==> src/rtl/womr_pkg.sv <==
// Shared types, codes and size constants of the write-only ORAM remap core.
package womr_pkg;

    localparam int DEF_MAX_MAIN = 1024;
    localparam int DEF_MAX_HOLD = 1024;
    localparam int SLOT_W       = 11;
    localparam int PAGE_W       = 27;
    localparam int CFG_W        = 11;
    localparam int CFG_IDX_W    = 2;
    localparam int MAX_COPIES   = 63;

    localparam logic [CFG_IDX_W-1:0] CFG_MAIN_SLOTS = 2'd0;
    localparam logic [CFG_IDX_W-1:0] CFG_HOLD_SLOTS = 2'd1;

    localparam logic KIND_WRITE = 1'b0;
    localparam logic KIND_READ  = 1'b1;

    localparam logic [1:0] RK_PLACE = 2'd0;
    localparam logic [1:0] RK_COPY  = 2'd1;
    localparam logic [1:0] RK_READ  = 2'd2;
    localparam logic [1:0] RK_ERROR = 2'd3;

    localparam logic [1:0] CLS_WRITE = 2'd0;
    localparam logic [1:0] CLS_READ  = 2'd1;
    localparam logic [1:0] CLS_ERROR = 2'd2;

    typedef struct packed {
        logic              kind;
        logic [PAGE_W-1:0] page_number;
    } req_t;

    typedef struct packed {
        logic [1:0]        result_kind;
        logic [SLOT_W-1:0] slot;
        logic [SLOT_W-1:0] source_slot;
        logic              last;
    } rsp_t;

    // Classified request as it waits between the front and back ends.
    typedef struct packed {
        logic [1:0]        cls;
        logic [PAGE_W-1:0] page;
    } cmd_t;

endpackage

==> src/rtl/womr_front.sv <==
// Front end: accepts requests and classifies them as write, read or out-of-range.
module womr_front #(
    parameter int NW = 11
) (
    input  logic            s_valid,
    output logic            s_ready,
    input  womr_pkg::req_t  s_data,
    input  logic [NW-1:0]   n_eff,
    input  logic            back_ready,
    input  logic            q_ready,
    output logic            q_valid,
    output womr_pkg::cmd_t  q_data
);
    import womr_pkg::*;

    logic out_of_range;

    assign out_of_range = 32'(s_data.page_number) >= 32'(n_eff);
    assign s_ready      = q_ready && back_ready;
    assign q_valid      = s_valid && back_ready;

    always_comb begin
        q_data.page = s_data.page_number;
        if (out_of_range) begin
            q_data.cls = CLS_ERROR;
        end else if (s_data.kind == KIND_READ) begin
            q_data.cls = CLS_READ;
        end else begin
            q_data.cls = CLS_WRITE;
        end
    end
endmodule

==> config.mk <==
export PLATFORM = sky130hd
export DESIGN_NAME = womr_front
export DESIGN_NICKNAME = d
export VERILOG_FILES = /design/src/rtl/womr_pkg.sv /design/src/rtl/womr_front.sv
export SDC_FILE = /design/constraint.sdc
export NUM_CORES = 1
export LEC_CHECK = 0
export BUFFER_PORTS_ARGS = -buffer_cell sky130_fd_sc_hd__buf_4
export CAP_MARGIN = 0
export CORE_MARGIN = 1.5
export CORE_UTILIZATION = 35
export DETAILED_ROUTE_END_ITERATION = 8
export PLACE_DENSITY = 0.95
export SYNTH_ARGS = -nofsm -noshare
export SYNTH_HDL_FRONTEND = slang
export SYNTH_SLANG_ARGS = --single-unit
==> constraint.sdc <==
create_clock -name vclk -period 3.8
set_input_delay 0.57 -clock vclk [all_inputs]
set_output_delay 0.57 -clock vclk [all_outputs]
set_load 0.02 [all_outputs]
==> key figures, run 1 <==
Synth
  • Dominant cells by area after synthesis: buf_4 (39%), ha_1 (26%), inv_1 (7.7%)
  • Count leader, synth: buf_4
  • Synthesized area: 537 sq um
  • Area leader, netlist: buf_4
  • Syn Inst Count: 76
  • Post-synthesis mux area share: 0
  • XOR/XNOR Fraction of Synth Area: 0
  • Distinct cells, synth: 17
  • Synth cell count leaders: buf_4 (28), ha_1 (11), inv_1 (11)
  • Synth Area per Inst: 7.06 sq um
  • Post-synthesis net count: 129
  • Top-area cell type share of the netlist area: 0.392
  • Synth Area in Compound Gates: 0.121
  • Post-Synth Adder-Cell Area: 0.256
  • Simple-gate share of the synthesized area: 0.154
  • Main combinational cell family by area after synthesis: buffers and inverters
  • Register area share after synthesis: 0
  • Ys Warns: 0

Layout
  • P&R area growth vs syn: 66.4%
  • Fill cells: 117
  • Fin area: slightly below 900 sq um
  • Seq cells: 0
  • Ant diodes: 0
  • Seq. cell area: 0 sq um
  • Nets: 176
  • Layout cells sized above 1: 0.612
  • Clock buffer cells: 0

Setup path
  • Top cell by count, worst path: buf_4
  • Critical path peak fanout: 3
  • CP arrival: 1.79 ns
  • Crit-path cells: buf_4 -> ha_1 -> a211oi_1 -> o211ai_1 -> nor2_1 -> o211a_1 -> buf_4
  • Worst Setup End Kind: output pin
  • CP Data Required Time: 3.23 ns
  • CP Launch Type: primary input
  • CP Class: in2out
  • Worst path max stage delay: 0.31 ns
  • Slowest cell on the critical path: ha_1

Global route
  • Initial antenna violation count: 0
  • Largest net degree at the start of global routing: 4
  • First-pass GRT wire length: about 2500 microns
  • GRT Total Usage: 0.171
  • Grt ovf: 0
  • Vias in the first global route: roughly 630

Route
  • Routed Antenna Nets: 0
  • Vias per cell: 4.65
  • Final wirelength: 1580 microns
  • DRC: 0
  • DR WL/cell: 11.6 microns
  • Routed vias: 633
  • Drt initial violations: 1
  • TritonRoute pass-1 iters: 2

Die
  • Floorplan row count: 13
  • Core area: 1370 sq um
  • Die width: 42.2 microns
  • Die H: approximately 42 microns
  • Die Area: roughly 1800 sq um
  • # IOs: 73
  • Starting density of the core: 0.393

Timing
  • Max Freq: 423 MHz
  • Slew Limit Fails: 0
  • Fin worst setup slack: ~1.4 ns
  • Rel. slew slack: 0.848
  • Endpoints failing setup: 0
  • Final Hold Viols: 0
  • Hold_ws: 1.35 ns
  • TNS Setup: 0 ns
  • Fin crit period: around 2.4 ns
  • Fin crit share: 0.622
  • RSZ-0062 raised after global routing: false
  • Worst-Margin Slew: 0.226 ns

Flow run
  • Maxcap violations: 0

Pwr
  • Max IR drop VDD: 0.0461 mV
  • PwrDens: 121 nW/um^2
  • Lkg Pwr: 0.539 nW
  • Total power: around 0.00011 W

Clock network
  • CTS Hold Bufs: 0
  • Post-CTS Repair Setup Buffers: 0
  • Cts repair resizes: 0

Min path
  • Worst hold path class: in2out

Placement
  • Hpwl dp: 1490 microns
  • Placed Area: 893 sq um
  • PortBufs: between 70 and 80
  • Final Wtd Congestion: 0.658
  • Worst slack at placement: 1.42 ns

Status
  • Status: complete, no violations
[per-stage QoR]
step	utilization	cells
6_report	0.654	136
5_1_grt	0.654	136
4_1_cts	0.654	136
3_5_place_dp	0.654	136
3_3_place_gp	0.654	136
2_1_floorplan	-	76
[layout make-up]
type / count / area, sq um / share of cell area
repair buffers: 73 / 548 / 0.613
well taps: 15 / 18.8 / 0.0210
multi-input cells: 37 / 285 / 0.319
inverters: 11 / 41.3 / 0.0462
[kinds of logic after synthesis]
group                      count (synthesis)
AOI/OAI and AO/OA                         11
buffers and inverters                     39
and+or+nand+nor                           15
adders and majority gates                 11
[worst max-delay path: cells and delay by family]
kind / cells / cell delay (ns)
AO/OA/AOI/OAI: 3 / 0.52
adder cells (fa/ha/maj): 1 / 0.31
AND/OR/NAND/NOR: 1 / 0.15
buffers and inverters: 2 / 0.24
[layout by cell type (no fill, tap or decap), drive strengths merged]
master  count
nand3       1
nand2       4
o21ai       3
and2        2
inv        11
a211oi      1
nor4        3
buf        73
nand4       1
nor2        2
o211ai      1
nor2b       1
a21oi       5
nor3        1
o211a       1
ha         11
[routing by layer]
metal | global-route usage | vias to the layer above | share of wire
met5 | 0 | - | 0
met4 | 0.0125 | 0 | 0.0076
met3 | 0.0302 | 2 | 0.11
met2 | 0.385 | 42 | 0.57
met1 | 0.154 | 273 | 0.31
li1 | - | 316 | -
[worst paths after layout]
check	slack [ns]	startpoint	depth (start not counted)	to
worst max-delay path	1.44	s_data[10]	7	q_data[27]
worst min-delay path	1.35	s_data[0]	2	q_data[0]
[power by group]
group | total, W | internal, W | switching, W
logic | 0.000108 | 0.0000582 | 0.0000500
registers | 0 | 0 | 0
clock network | 0 | 0 | 0
total | 0.000108 | 0.0000582 | 0.0000500
(Power assumes the default switching activity.)
==> run 2, diff against run 1 <==
- CORE_UTILIZATION: 35 -> 30
- PLACE_DENSITY: 0.95 -> 0.9
- clock period: 3.8 -> 2 ns (I/O delays scaled with it)
==> run 2 against run 1 <==
Against the previous run:
- highest routed layer is now met3
- critical path depth unchanged
- first-iteration DRC count increased to 3.0 times the previous value
- global-route usage decreased by 3.5 points
- largest power group unchanged
- wire length decreased by 4.6%
- worst hold slack got worse by 0.54 ns
==> key figures, run 2 (same netlist as run 1, synthesis figures left out) <==
Timing
  • RSZ-0062 raised after global routing: false
  • Endpoints failing setup: 0
  • Fin crit share: 0.908
  • Slew Limit Fails: 0
  • Fin crit period: 1.82 ns
  • Max Freq: 550 MHz
  • Hold_ws: ~0.81 ns
  • Rel. slew slack: 0.826
  • Worst-Margin Slew: about 0.26 ns
  • Final Hold Viols: 0
  • TNS Setup: 0 ns

Layout
  • Most frequent cells in the layout: buf_4 (73), inv_1 (11), ha_1 (11)
  • Clock buffer cells: 0
  • Ant diodes: 0
  • Multi-input logic area: 285 sq um
  • Nets: 176
  • Seq cells: 0
  • Commonest non-fill, non-tap cell in the layout: buf_4
  • P&R area growth vs syn: 68.8%
  • Seq. cell area: 0 sq um
  • Layout cells sized above 1: 0.612
  • Fill cells: 167

Setup path
  • Top cell by count, worst path: buf_4
  • Worst path max stage delay: 0.32 ns
  • CP Data Required Time: around 1.7 ns
  • Slowest cell on the critical path: ha_1
  • CP arrival: 1.52 ns
  • CP Class: in2out
  • Worst Setup End Kind: output pin
  • Crit-path cells: buf_4 -> ha_1 -> a211oi_1 -> o211ai_1 -> nor2_1 -> o211a_1 -> buf_4
  • CP Launch Type: primary input
  • Critical path peak fanout: 3

Route
  • Drt initial violations: 3
  • Routed Antenna Nets: 0
  • DRC: 0
  • Vias per cell: 4.39
  • Final wirelength: 1510 microns
  • TritonRoute pass-1 iters: 4
  • Routed vias: 641
  • DR WL/cell: 10.3 microns

Min path
  • Hold path cells: 2
  • WHS Endpoint: q_data[25]
  • Hold Startpoint: s_data[25]
  • Worst hold path class: in2out

Flow run
  • Maxcap violations: 0

Placement
  • Final Wtd Congestion: 0.665
  • PortBufs: 73
  • Hpwl dp: 1440 microns

Pwr
  • Lkg Pwr: 0.539 nW
  • Max IR drop VDD: 0.0960 mV
  • PwrDens: 229 nW/um^2

Global route
  • GRT Total Usage: 0.136
  • First-pass GRT wire length: about 2100 microns
  • Initial antenna violation count: 0
  • Grt ovf: 0
  • Largest net degree at the start of global routing: 4
  • Vias in the first global route: 583

Die
  • Die H: 45.3 microns
  • Starting density of the core: 0.314
  • Die width: 45.3 microns
  • Floorplan row count: 15
  • # IOs: 73
  • Core area: between 1500 and 2000 sq um
  • Die Area: 2050 sq um

Status
  • Status: complete, no violations

Clock network
  • Cts repair resizes: 0
  • Post-CTS Repair Setup Buffers: 0
  • CTS Hold Bufs: 0
run 2: worst max-delay path: cells and delay by family:
| kind | cells | cell delay (ns) |
|---|---|---|
| buf+inv | 2 | 0.25 |
| compound gates | 3 | 0.49 |
| simple gates | 1 | 0.15 |
| fa+ha+maj | 1 | 0.32 |
run 2: layout make-up:
cell class | count | area share
Tap cell | 25 | 0.0345
Inverter | 11 | 0.0456
Timing Repair Buffer | 73 | 0.605
Multi-Input combinational cell | 37 | 0.315
run 2: worst max path at each step:
stage,slack (ns),end,from,cells after the start
after floorplan,0.42,q_data[27],n_eff[10],6
after global placement,0.22,q_data[27],s_data[10],7
after detailed placement,0.18,q_data[27],s_data[10],7
after CTS,0.17,q_data[27],s_data[10],7
after global routing,0.09,q_data[27],s_data[10],7
final,0.18,q_data[27],s_data[10],7
run 2: per-layer routing:
| layer | global-route usage | part of all wire |
|---|---|---|
| met1 | 0.121 | 0.30 |
| met2 | 0.314 | 0.60 |
| met3 | 0.0120 | 0.094 |
| met4 | 0.0118 | 0 |
| met5 | 0 | 0 |
run 2: per-stage QoR:
step	instances	worst slack, ns	utilization	power, W	area (sq um)
6_report	146	0.183	0.530	0.000208	906
5_1_grt	146	0.0883	0.530	0.000226	906
4_1_cts	146	0.174	0.530	0.000210	906
3_5_place_dp	146	0.178	0.530	0.000209	906
3_3_place_gp	146	0.224	0.530	0.000200	906
2_1_floorplan	76	0.421	-	0.000120	537
run 2: power by group:
group	total, W	switching [W]	internal (W)
sequential	0	0	0
combinational	0.000208	0.0000964	0.000111
clock	0	0	0
