$ cat config.mk
export PLATFORM = sky130hd
export DESIGN_NAME = womr_queue
export DESIGN_NICKNAME = d
export VERILOG_FILES = /design/src/rtl/womr_pkg.sv /design/src/rtl/womr_queue.sv
export SDC_FILE = /design/constraint.sdc
export NUM_CORES = 1
export LEC_CHECK = 0
export ABC_AREA = 1
export BUFFER_PORTS_ARGS = -buffer_cell sky130_fd_sc_hd__buf_2
export CAP_MARGIN = 5
export CORE_MARGIN = 2
export CORE_UTILIZATION = 30
export CTS_CLUSTER_SIZE = 14
export DETAILED_ROUTE_END_ITERATION = 12
export SYNTH_ARGS = -nofsm -noshare
export SYNTH_HDL_FRONTEND = slang
export SYNTH_SLANG_ARGS = --single-unit
$ cat constraint.sdc
create_clock -name aclk -period 3.25 [get_ports aclk]
set_input_delay 0.4875 -clock aclk [delete_from_list [all_inputs] [get_ports aclk]]
set_output_delay 0.4875 -clock aclk [all_outputs]
set_load 0.02 [all_outputs]
$ cat src/rtl/womr_pkg.sv
// Shared types, codes and size constants of the write-only ORAM remap core.
package womr_pkg;

    localparam int DEF_MAX_MAIN = 1024;
    localparam int DEF_MAX_HOLD = 1024;
    localparam int SLOT_W       = 11;
    localparam int PAGE_W       = 27;
    localparam int CFG_W        = 11;
    localparam int CFG_IDX_W    = 2;
    localparam int MAX_COPIES   = 63;

    localparam logic [CFG_IDX_W-1:0] CFG_MAIN_SLOTS = 2'd0;
    localparam logic [CFG_IDX_W-1:0] CFG_HOLD_SLOTS = 2'd1;

    localparam logic KIND_WRITE = 1'b0;
    localparam logic KIND_READ  = 1'b1;

    localparam logic [1:0] RK_PLACE = 2'd0;
    localparam logic [1:0] RK_COPY  = 2'd1;
    localparam logic [1:0] RK_READ  = 2'd2;
    localparam logic [1:0] RK_ERROR = 2'd3;

    localparam logic [1:0] CLS_WRITE = 2'd0;
    localparam logic [1:0] CLS_READ  = 2'd1;
    localparam logic [1:0] CLS_ERROR = 2'd2;

    typedef struct packed {
        logic              kind;
        logic [PAGE_W-1:0] page_number;
    } req_t;

    typedef struct packed {
        logic [1:0]        result_kind;
        logic [SLOT_W-1:0] slot;
        logic [SLOT_W-1:0] source_slot;
        logic              last;
    } rsp_t;

    // Classified request as it waits between the front and back ends.
    typedef struct packed {
        logic [1:0]        cls;
        logic [PAGE_W-1:0] page;
    } cmd_t;

endpackage

$ cat src/rtl/womr_queue.sv
// Two-entry request queue between the front and back ends.
module womr_queue (
    input  logic            aclk,
    input  logic            aresetn,
    input  logic            in_valid,
    output logic            in_ready,
    input  womr_pkg::cmd_t  in_data,
    output logic            out_valid,
    input  logic            out_ready,
    output womr_pkg::cmd_t  out_data
);
    import womr_pkg::*;

    cmd_t       mem_reg [2];
    logic       wr_ptr_reg, rd_ptr_reg;
    logic [1:0] cnt_reg;
    logic       push, pop;

    assign in_ready  = cnt_reg != 2'd2;
    assign out_valid = cnt_reg != 2'd0;
    assign out_data  = mem_reg[rd_ptr_reg];
    assign push      = in_valid && in_ready;
    assign pop       = out_valid && out_ready;

    always_ff @(posedge aclk) begin
        if (!aresetn) begin
            wr_ptr_reg <= 1'b0;
            rd_ptr_reg <= 1'b0;
            cnt_reg    <= 2'd0;
        end else begin
            if (push) begin
                wr_ptr_reg <= !wr_ptr_reg;
            end
            if (pop) begin
                rd_ptr_reg <= !rd_ptr_reg;
            end
            if (push && !pop) begin
                cnt_reg <= cnt_reg + 2'd1;
            end else if (pop && !push) begin
                cnt_reg <= cnt_reg - 2'd1;
            end
        end
    end

    always_ff @(posedge aclk) begin
        if (push) begin
            mem_reg[wr_ptr_reg] <= in_data;
        end
    end
endmodule

==> flow_summary_export.csv, run 1 <==
group,metric,value,unit
grt,grt_overflow,0,
sta,grt_setup_unrepaired,"no",
floorplan,die_x,92.95,um
clocking,ctsHoldBuffers,0,
worst_setup_path,critical_path.startpoint_type,"flop",
final_layout,drive_gt1_share,52.97,%
worst_setup_path,path_depth,2,
logic_synthesis,synth_compound_gate_area_share,0.9489,%
pwr,cellPowerDensity,777.1,mW/mm2
pwr,power.share.sequential,47.8,%
floorplan,row_count,32,
clocking,number_of_buffers_created_by_cts,9,
sta,finalHoldViolCount,0,
min_path,timing.hold.worst_path_depth,1,
logic_synthesis,yosys-mux-area-fraction,15.34,%
sta,timing_worst_slew_pin_value,0.9081,ns
placement,hpwlAfterDp,2576,um
clocking,clock_sinks,63,
logic_synthesis,synth-simple-area-share,3.163,%
sta,finalSetupViolations,0,
clocking,clk_latency,0.32,ns
min_path,hold_end,"mem_reg[0][4]",
worst_setup_path,path_class,"flop to output port",
worst_setup_path,r2r_start,"cnt_reg[0]",
placement,globalplace.congestion,0.5986,
clocking,tritoncts,"yes",
pwr,comb_power_share,25.8,%
clocking,clk_root_buffer_cell,"sky130_fd_sc_hd__clkbuf_8",
worst_setup_path,regToRegSetupSlack,1.42,ns
routing,route.vias.total,1280,
pwr,power.leakage,0.001148,uW
run_status,outcome,"complete, no violations",
routing,drt_pre_antenna_iters,3,
logic_synthesis,netlist_area,0.002374,mm2
pwr,power.net_switching,692.4,uW
worst_setup_path,worstPathCellList,"mux2_2, buf_2",
floorplan,initial_utilization,30.88,%
routing,route.detailed.vias_per_inst,4.211,
routing,drc,0,
sta,setup-tns-final,0,ns
floorplan,floorplan.die_area,0.008640,mm2
pwr,share_clk_of_total_power,26.3,%
floorplan,floorplan.io_pins,64,
min_path,hold_start,"in_data[4]",
final_layout,seqCellArea,0.001843,mm2
worst_setup_path,cpMaxStageDelayCell,"sky130_fd_sc_hd__dfxtp_2",
worst_setup_path,worstSetupEndpointType,"output port",
final_layout,number_of_flip_flops_in_the_largest_register,58,
logic_synthesis,yosysWarnings,0,
logic_synthesis,syn_area_per_cell,18.69,um2
logic_synthesis,synth_cell_types,15,
logic_synthesis,synth_cells,127,
routing,antenna_violating_nets_post_route,0,
clocking,post-cts-setup-buffer-count,0,
worst_setup_path,required,2.76,ns
final_layout,nets,232,
floorplan,die_h,92.95,um
worst_setup_path,worstPathBufferInverterCount,1,
routing,postRouteWirelength,4027,um
logic_synthesis,post_synth_xor_area_fraction,0,%
grt,initial_antenna_violation_count,0,
logic_synthesis,synth_top_family_by_area,"multiplexers",
sta,timing.fmax,437.6,MHz
min_path,timing.hold.worst.class,"input pin to flop",
run,maxCapViolations,0,
clocking,clkTransAtPathRegs,0.06,ns
sta,final.min_clock_period,2.285,ns
logic_synthesis,yosys.area_share.adder,0.5271,%
final_layout,number_of_filler_instances_in_the_final_layout,752,
worst_setup_path,r2r.worst_path.cells,4,
placement,placement.io_buffers,63,
clocking,clock_tree.buffer_depth,2,
pwr,cellInternalPower,1626,uW
pwr,vdd_drop_max,0.4327,mV
sta,fin_crit_sh,70.31,%
routing,routed_wire_length_per_instance,13.25,um
pwr,switching_share,29.87,%
logic_synthesis,synth_largest_area_cell,"sky130_fd_sc_hd__edfxtp_1",
sta,timing.clock.skew,0.004614,ns
worst_setup_path,worst_path_dominant_cell_family,"flip-flops",
logic_synthesis,synth_seq_cells,63,
routing,initialDrtViolationCount,45,
final_layout,area_growth,25.67,%
worst_setup_path,worst-endpoint-arrival,1.80,ns
logic_synthesis,largest_cells_by_area_after_synthesis,"sky130_fd_sc_hd__edfxtp_1 (73%), sky130_fd_sc_hd__mux2_2 (9.0%), sky130_fd_sc_hd__mux2_4 (6.3%)",
sta,slew_viol_final,0,
clocking,clock_tree.htree_level_count,3,
final_layout,diodes,0,
logic_synthesis,synth_largest_type_area_fraction,73.38,%
final_layout,finalCoreUtilization,38.80,%
sta,slew-limit-headroom,39.32,%
logic_synthesis,mappedNetlistNets,161,
grt,grt_first_pass_wirelength,6451,um
worst_setup_path,worst_r2r_endpoint,"mem_reg[1][18]",
final_layout,multi_input_comb_area,489.2,um2
floorplan,design.core.area,0.007687,mm2
clocking,cts-resized-gates,0,
grt,gr-usage-all-layers,10.10,%
worst_setup_path,crit_path_max_incr_delay,0.88,ns
worst_setup_path,critPathMaxFanout,29,
grt,grt_max_degree,30,
grt,number_of_global_route_vias_before_repair,1362,
logic_synthesis,synth_sequential_area_ratio,77.60,%
## layout make-up
cell class,count,share of cell area (%)
flip-flops and latches,63,61.79
repair buffers,63,10.57
clock buffers,10,4.279
multi-input cells,53,16.40
well taps,102,4.279
inverters,8,1.007
clock inverters,5,1.678
## power by group through the flow
stage               combinational, uW  clock, uW  sequential (uW)
CTS                               613        640             1110
global placement                  606          0             1130
detailed placement                612          0             1130
global route                      655        667             1130
floorplan                         474          0             1070
finish                            599        610             1110
## placed cells by master, fill, tap and decap left out, types with 2 or more instances in the layout
| master | instances |
|---|---|
| sky130_fd_sc_hd__mux2_2 | 19 |
| sky130_fd_sc_hd__o21ai_0 | 2 |
| sky130_fd_sc_hd__mux2_4 | 10 |
| sky130_fd_sc_hd__nor2_4 | 2 |
| sky130_fd_sc_hd__nand2_1 | 9 |
| sky130_fd_sc_hd__edfxtp_1 | 58 |
| sky130_fd_sc_hd__clkbuf_8 | 9 |
| sky130_fd_sc_hd__dfxtp_1 | 4 |
| sky130_fd_sc_hd__nor2_1 | 6 |
| sky130_fd_sc_hd__buf_2 | 63 |
| sky130_fd_sc_hd__inv_1 | 8 |
| sky130_fd_sc_hd__clkinv_1 | 2 |
## cell usage after synthesis
master,number
sky130_fd_sc_hd__buf_2,1
sky130_fd_sc_hd__mux2_2,19
sky130_fd_sc_hd__dfxtp_1,5
sky130_fd_sc_hd__nand2_1,9
sky130_fd_sc_hd__nand4_1,1
sky130_fd_sc_hd__o21ai_0,2
sky130_fd_sc_hd__mux2_4,10
sky130_fd_sc_hd__a21oi_1,1
sky130_fd_sc_hd__inv_1,8
sky130_fd_sc_hd__nand3_1,1
sky130_fd_sc_hd__o21a_1,1
sky130_fd_sc_hd__ha_1,1
sky130_fd_sc_hd__edfxtp_1,58
sky130_fd_sc_hd__nor2_1,8
sky130_fd_sc_hd__buf_6,2
## layer usage
metal	global-route usage [%]	part of all wire [%]	vias up
li1	-	-	615
met5	0	0	-
met3	3.011	5.7	7
met4	5.515	1.4	0
met1	12.33	46	610
met2	16.00	47	48
## worst max path at each step
stage | slack [ns] | endpoint | startpoint
after floorplan | 0.88 | mem_reg[0][0] | cnt_reg[0]
after global placement | 1.26 | out_data[7] | flop
after detailed placement | 1.26 | out_data[5] | flop
after CTS | 0.90 | out_data[5] | flop
after global routing | 0.83 | out_data[5] | flop
final | 0.96 | out_data[5] | flop
## stage by stage
stage / setup slack (ns) / hold WS (ns) / instances / power [uW] / instance area [um2]
global placement: 1.257 / 0.4797 / 289 / 1733 / 2805
finish: 0.9648 / 0.3558 / 304 / 2318 / 2983
CTS: 0.8952 / 0.3285 / 304 / 2367 / 2983
floorplan: 0.8769 / 0.4669 / 127 / 1547 / 2374
global route: 0.8308 / 0.3269 / 304 / 2451 / 2983
detailed placement: 1.262 / 0.4891 / 289 / 1743 / 2805
## kinds of logic after synthesis
logic type	count (synthesis)
buffers and inverters	11
multiplexers	29
AO/OA/AOI/OAI	4
AND/OR/NAND/NOR	19
flip-flops	63
adder cells (fa/ha/maj)	1
(Power assumes the default switching activity.)
==> inputs of run 2 (changes only) <==
- clock period: 3.25 -> 2.06 ns (I/O delays scaled with it)
==> run 2 against run 1 <==
Effect of this change: hold slack worse by 0.19 ns; sequential share of layout area is 1.2 points lower; sequential cell count stayed put; global-route usage is 0.099 points higher; critical endpoint is now out_data[24]; via count is 0.86% higher; largest cell class unchanged; highest routed layer unchanged; clock-buffer cell count stayed put; critical path depth is 1 higher.
==> flow_summary_export.csv, run 2 (synthesized netlist as in run 1, its figures left out) <==
group,metric,value,unit
worst_setup_path,worstPathBufferInverterCount,2,
pwr,power.leakage,0.001174,uW
worst_setup_path,required,1.75,ns
floorplan,die_h,92.95,um
worst_setup_path,cpMaxStageDelayCell,"sky130_fd_sc_hd__dfxtp_2",
grt,initial_antenna_violation_count,0,
clocking,clk_root_buffer_cell,"sky130_fd_sc_hd__clkbuf_8",
clocking,number_of_buffers_created_by_cts,9,
sta,timing.fmax,551.8,MHz
worst_setup_path,worstSetupEndpointType,"output port",
sta,slew-limit-headroom,84.29,%
sta,fin_crit_sh,87.97,%
placement,place_area,0.002865,mm2
sta,final.min_clock_period,1.812,ns
placement,hpwlAfterDp,2704,um
clocking,post-cts-setup-buffer-count,0,
routing,antenna_violating_nets_post_route,0,
sta,setup-tns-final,0,ns
floorplan,die_x,92.95,um
grt,grt_overflow,0,
sta,grt_setup_unrepaired,"no",
final_layout,nets,235,
final_layout,layout_cell_area_excl_fill,0.003043,mm2
final_layout,finalCoreUtilization,39.58,%
worst_setup_path,worst-endpoint-arrival,1.50,ns
clocking,clock_sinks,63,
clocking,clock_tree.htree_level_count,3,
clocking,cts-resized-gates,0,
routing,postRouteWirelength,4129,um
final_layout,diodes,0,
routing,drc,0,
routing,route.vias.total,1291,
final_layout,finish.cell_count_without_fillers,307,
grt,grt_first_pass_wirelength,6396,um
run_status,outcome,"complete, no violations",
sta,finalSetupViolations,0,
clocking,tritoncts,"yes",
floorplan,design.core.area,0.007687,mm2
sta,timing_worst_slew_pin_value,0.2351,ns
final_layout,area_growth,28.20,%
floorplan,floorplan.io_pins,64,
worst_setup_path,critical_path.startpoint_type,"flop",
pwr,cellPowerDensity,1225,mW/mm2
floorplan,row_count,32,
placement,placement.io_buffers,63,
final_layout,number_of_flip_flops_in_the_largest_register,58,
routing,routed_wire_length_per_instance,13.45,um
sta,finalHoldViolCount,0,
worst_setup_path,crit_path_max_incr_delay,0.40,ns
floorplan,initial_utilization,30.88,%
min_path,timing.hold.worst.class,"input pin to flop",
grt,number_of_global_route_vias_before_repair,1302,
final_layout,layout.cells.most_common_list,"sky130_fd_sc_hd__buf_2 (63), sky130_fd_sc_hd__edfxtp_1 (58), sky130_fd_sc_hd__mux2_2 (19)",
final_layout,number_of_filler_instances_in_the_final_layout,758,
clocking,clk_latency,0.33,ns
clocking,ctsHoldBuffers,0,
placement,placedCellCount,292,
worst_setup_path,critPathMaxFanout,25,
clocking,clkTransAtPathRegs,0.06,ns
routing,drt_pre_antenna_iters,4,
grt,gr-usage-all-layers,10.20,%
clocking,clock_tree.buffer_depth,2,
floorplan,floorplan.die_area,0.008640,mm2
worst_setup_path,worstPathCellList,"buf_12, mux2_2, buf_2",
worst_setup_path,worst_path_dominant_cell_family,"flip-flops",
final_layout,drive_gt1_share,53.66,%
pwr,vdd_drop_max,0.6429,mV
routing,initialDrtViolationCount,28,
grt,grt_max_degree,30,
placement,globalplace.congestion,0.6808,
sta,timing.clock.skew,0.005780,ns
final_layout,most_common_cell_after_layout_fill_and_taps_aside,"sky130_fd_sc_hd__buf_2",
sta,slew_viol_final,0,
routing,route.detailed.vias_per_inst,4.205,
worst_setup_path,path_class,"flop to output port",
run,maxCapViolations,0,
==> run 2: cell types whose count changed in the layout (fill, tap and decap cells not counted) <==
cell	delta
sky130_fd_sc_hd__buf_12	+3
==> run 2: layout make-up <==
class / instances / area (um2) / share of cell area (%)
Sequential cell: 63 / 1843 / 60.57
Inverter: 8 / 30.03 / 0.9868
Tap cell: 102 / 127.6 / 4.194
Timing Repair Buffer: 66 / 375.4 / 12.34
Clock inverter: 5 / 50.05 / 1.645
Clock buffer: 10 / 127.6 / 4.194
Multi-Input combinational cell: 53 / 489.2 / 16.08
==> run 2: worst reg2reg max path, stage by stage (launching register included) <==
cell	delay [ns]
sky130_fd_sc_hd__dfxtp_1	0.32
sky130_fd_sc_hd__inv_1	0.12
sky130_fd_sc_hd__nand2_1	0.08
sky130_fd_sc_hd__nand2_1	0.20
sky130_fd_sc_hd__inv_1	0.09
sky130_fd_sc_hd__ha_1	0.32
sky130_fd_sc_hd__inv_1	0.08
sky130_fd_sc_hd__nand3_1	0.08
sky130_fd_sc_hd__nand2_1	0.06
sky130_fd_sc_hd__inv_1	0.03
sky130_fd_sc_hd__nor2_1	0.08
==> run 2: where the power goes <==
group	switching, uW	internal, uW
combinational	618	448
sequential	65.1	1620
clock	434	541
==> run 2: worst paths after layout <==
check / startpoint / to / slack (ns) / cells past startpoint
hold reg to reg: rd_ptr_reg / rd_ptr_reg / 0.50 / 2
hold / removal: in_data[9] / mem_reg[0][9] / 0.17 / 1
setup / recovery: flop / out_data[24] / 0.25 / 3
setup reg to reg: cnt_reg[0] / cnt_reg[1] / 0.54 / 10
==> run 2: stage by stage <==
stage | hold slack [ns] | power (uW) | setup slack (ns)
floorplan | 0.4079 | 2441 | -0.3131
global placement | 0.4809 | 2791 | 0.5797
detailed placement | 0.4948 | 2805 | 0.5425
CTS | 0.1449 | 3793 | 0.2128
global route | 0.1434 | 3943 | 0.1724
finish | 0.1652 | 3727 | 0.2478
==> run 2: per-layer routing <==
metal | track usage [%] | part of all wire, %
met1 | 12.01 | 43
met4 | 6.250 | 2.5
met3 | 3.987 | 8.5
met5 | 0 | 0
met2 | 15.64 | 46
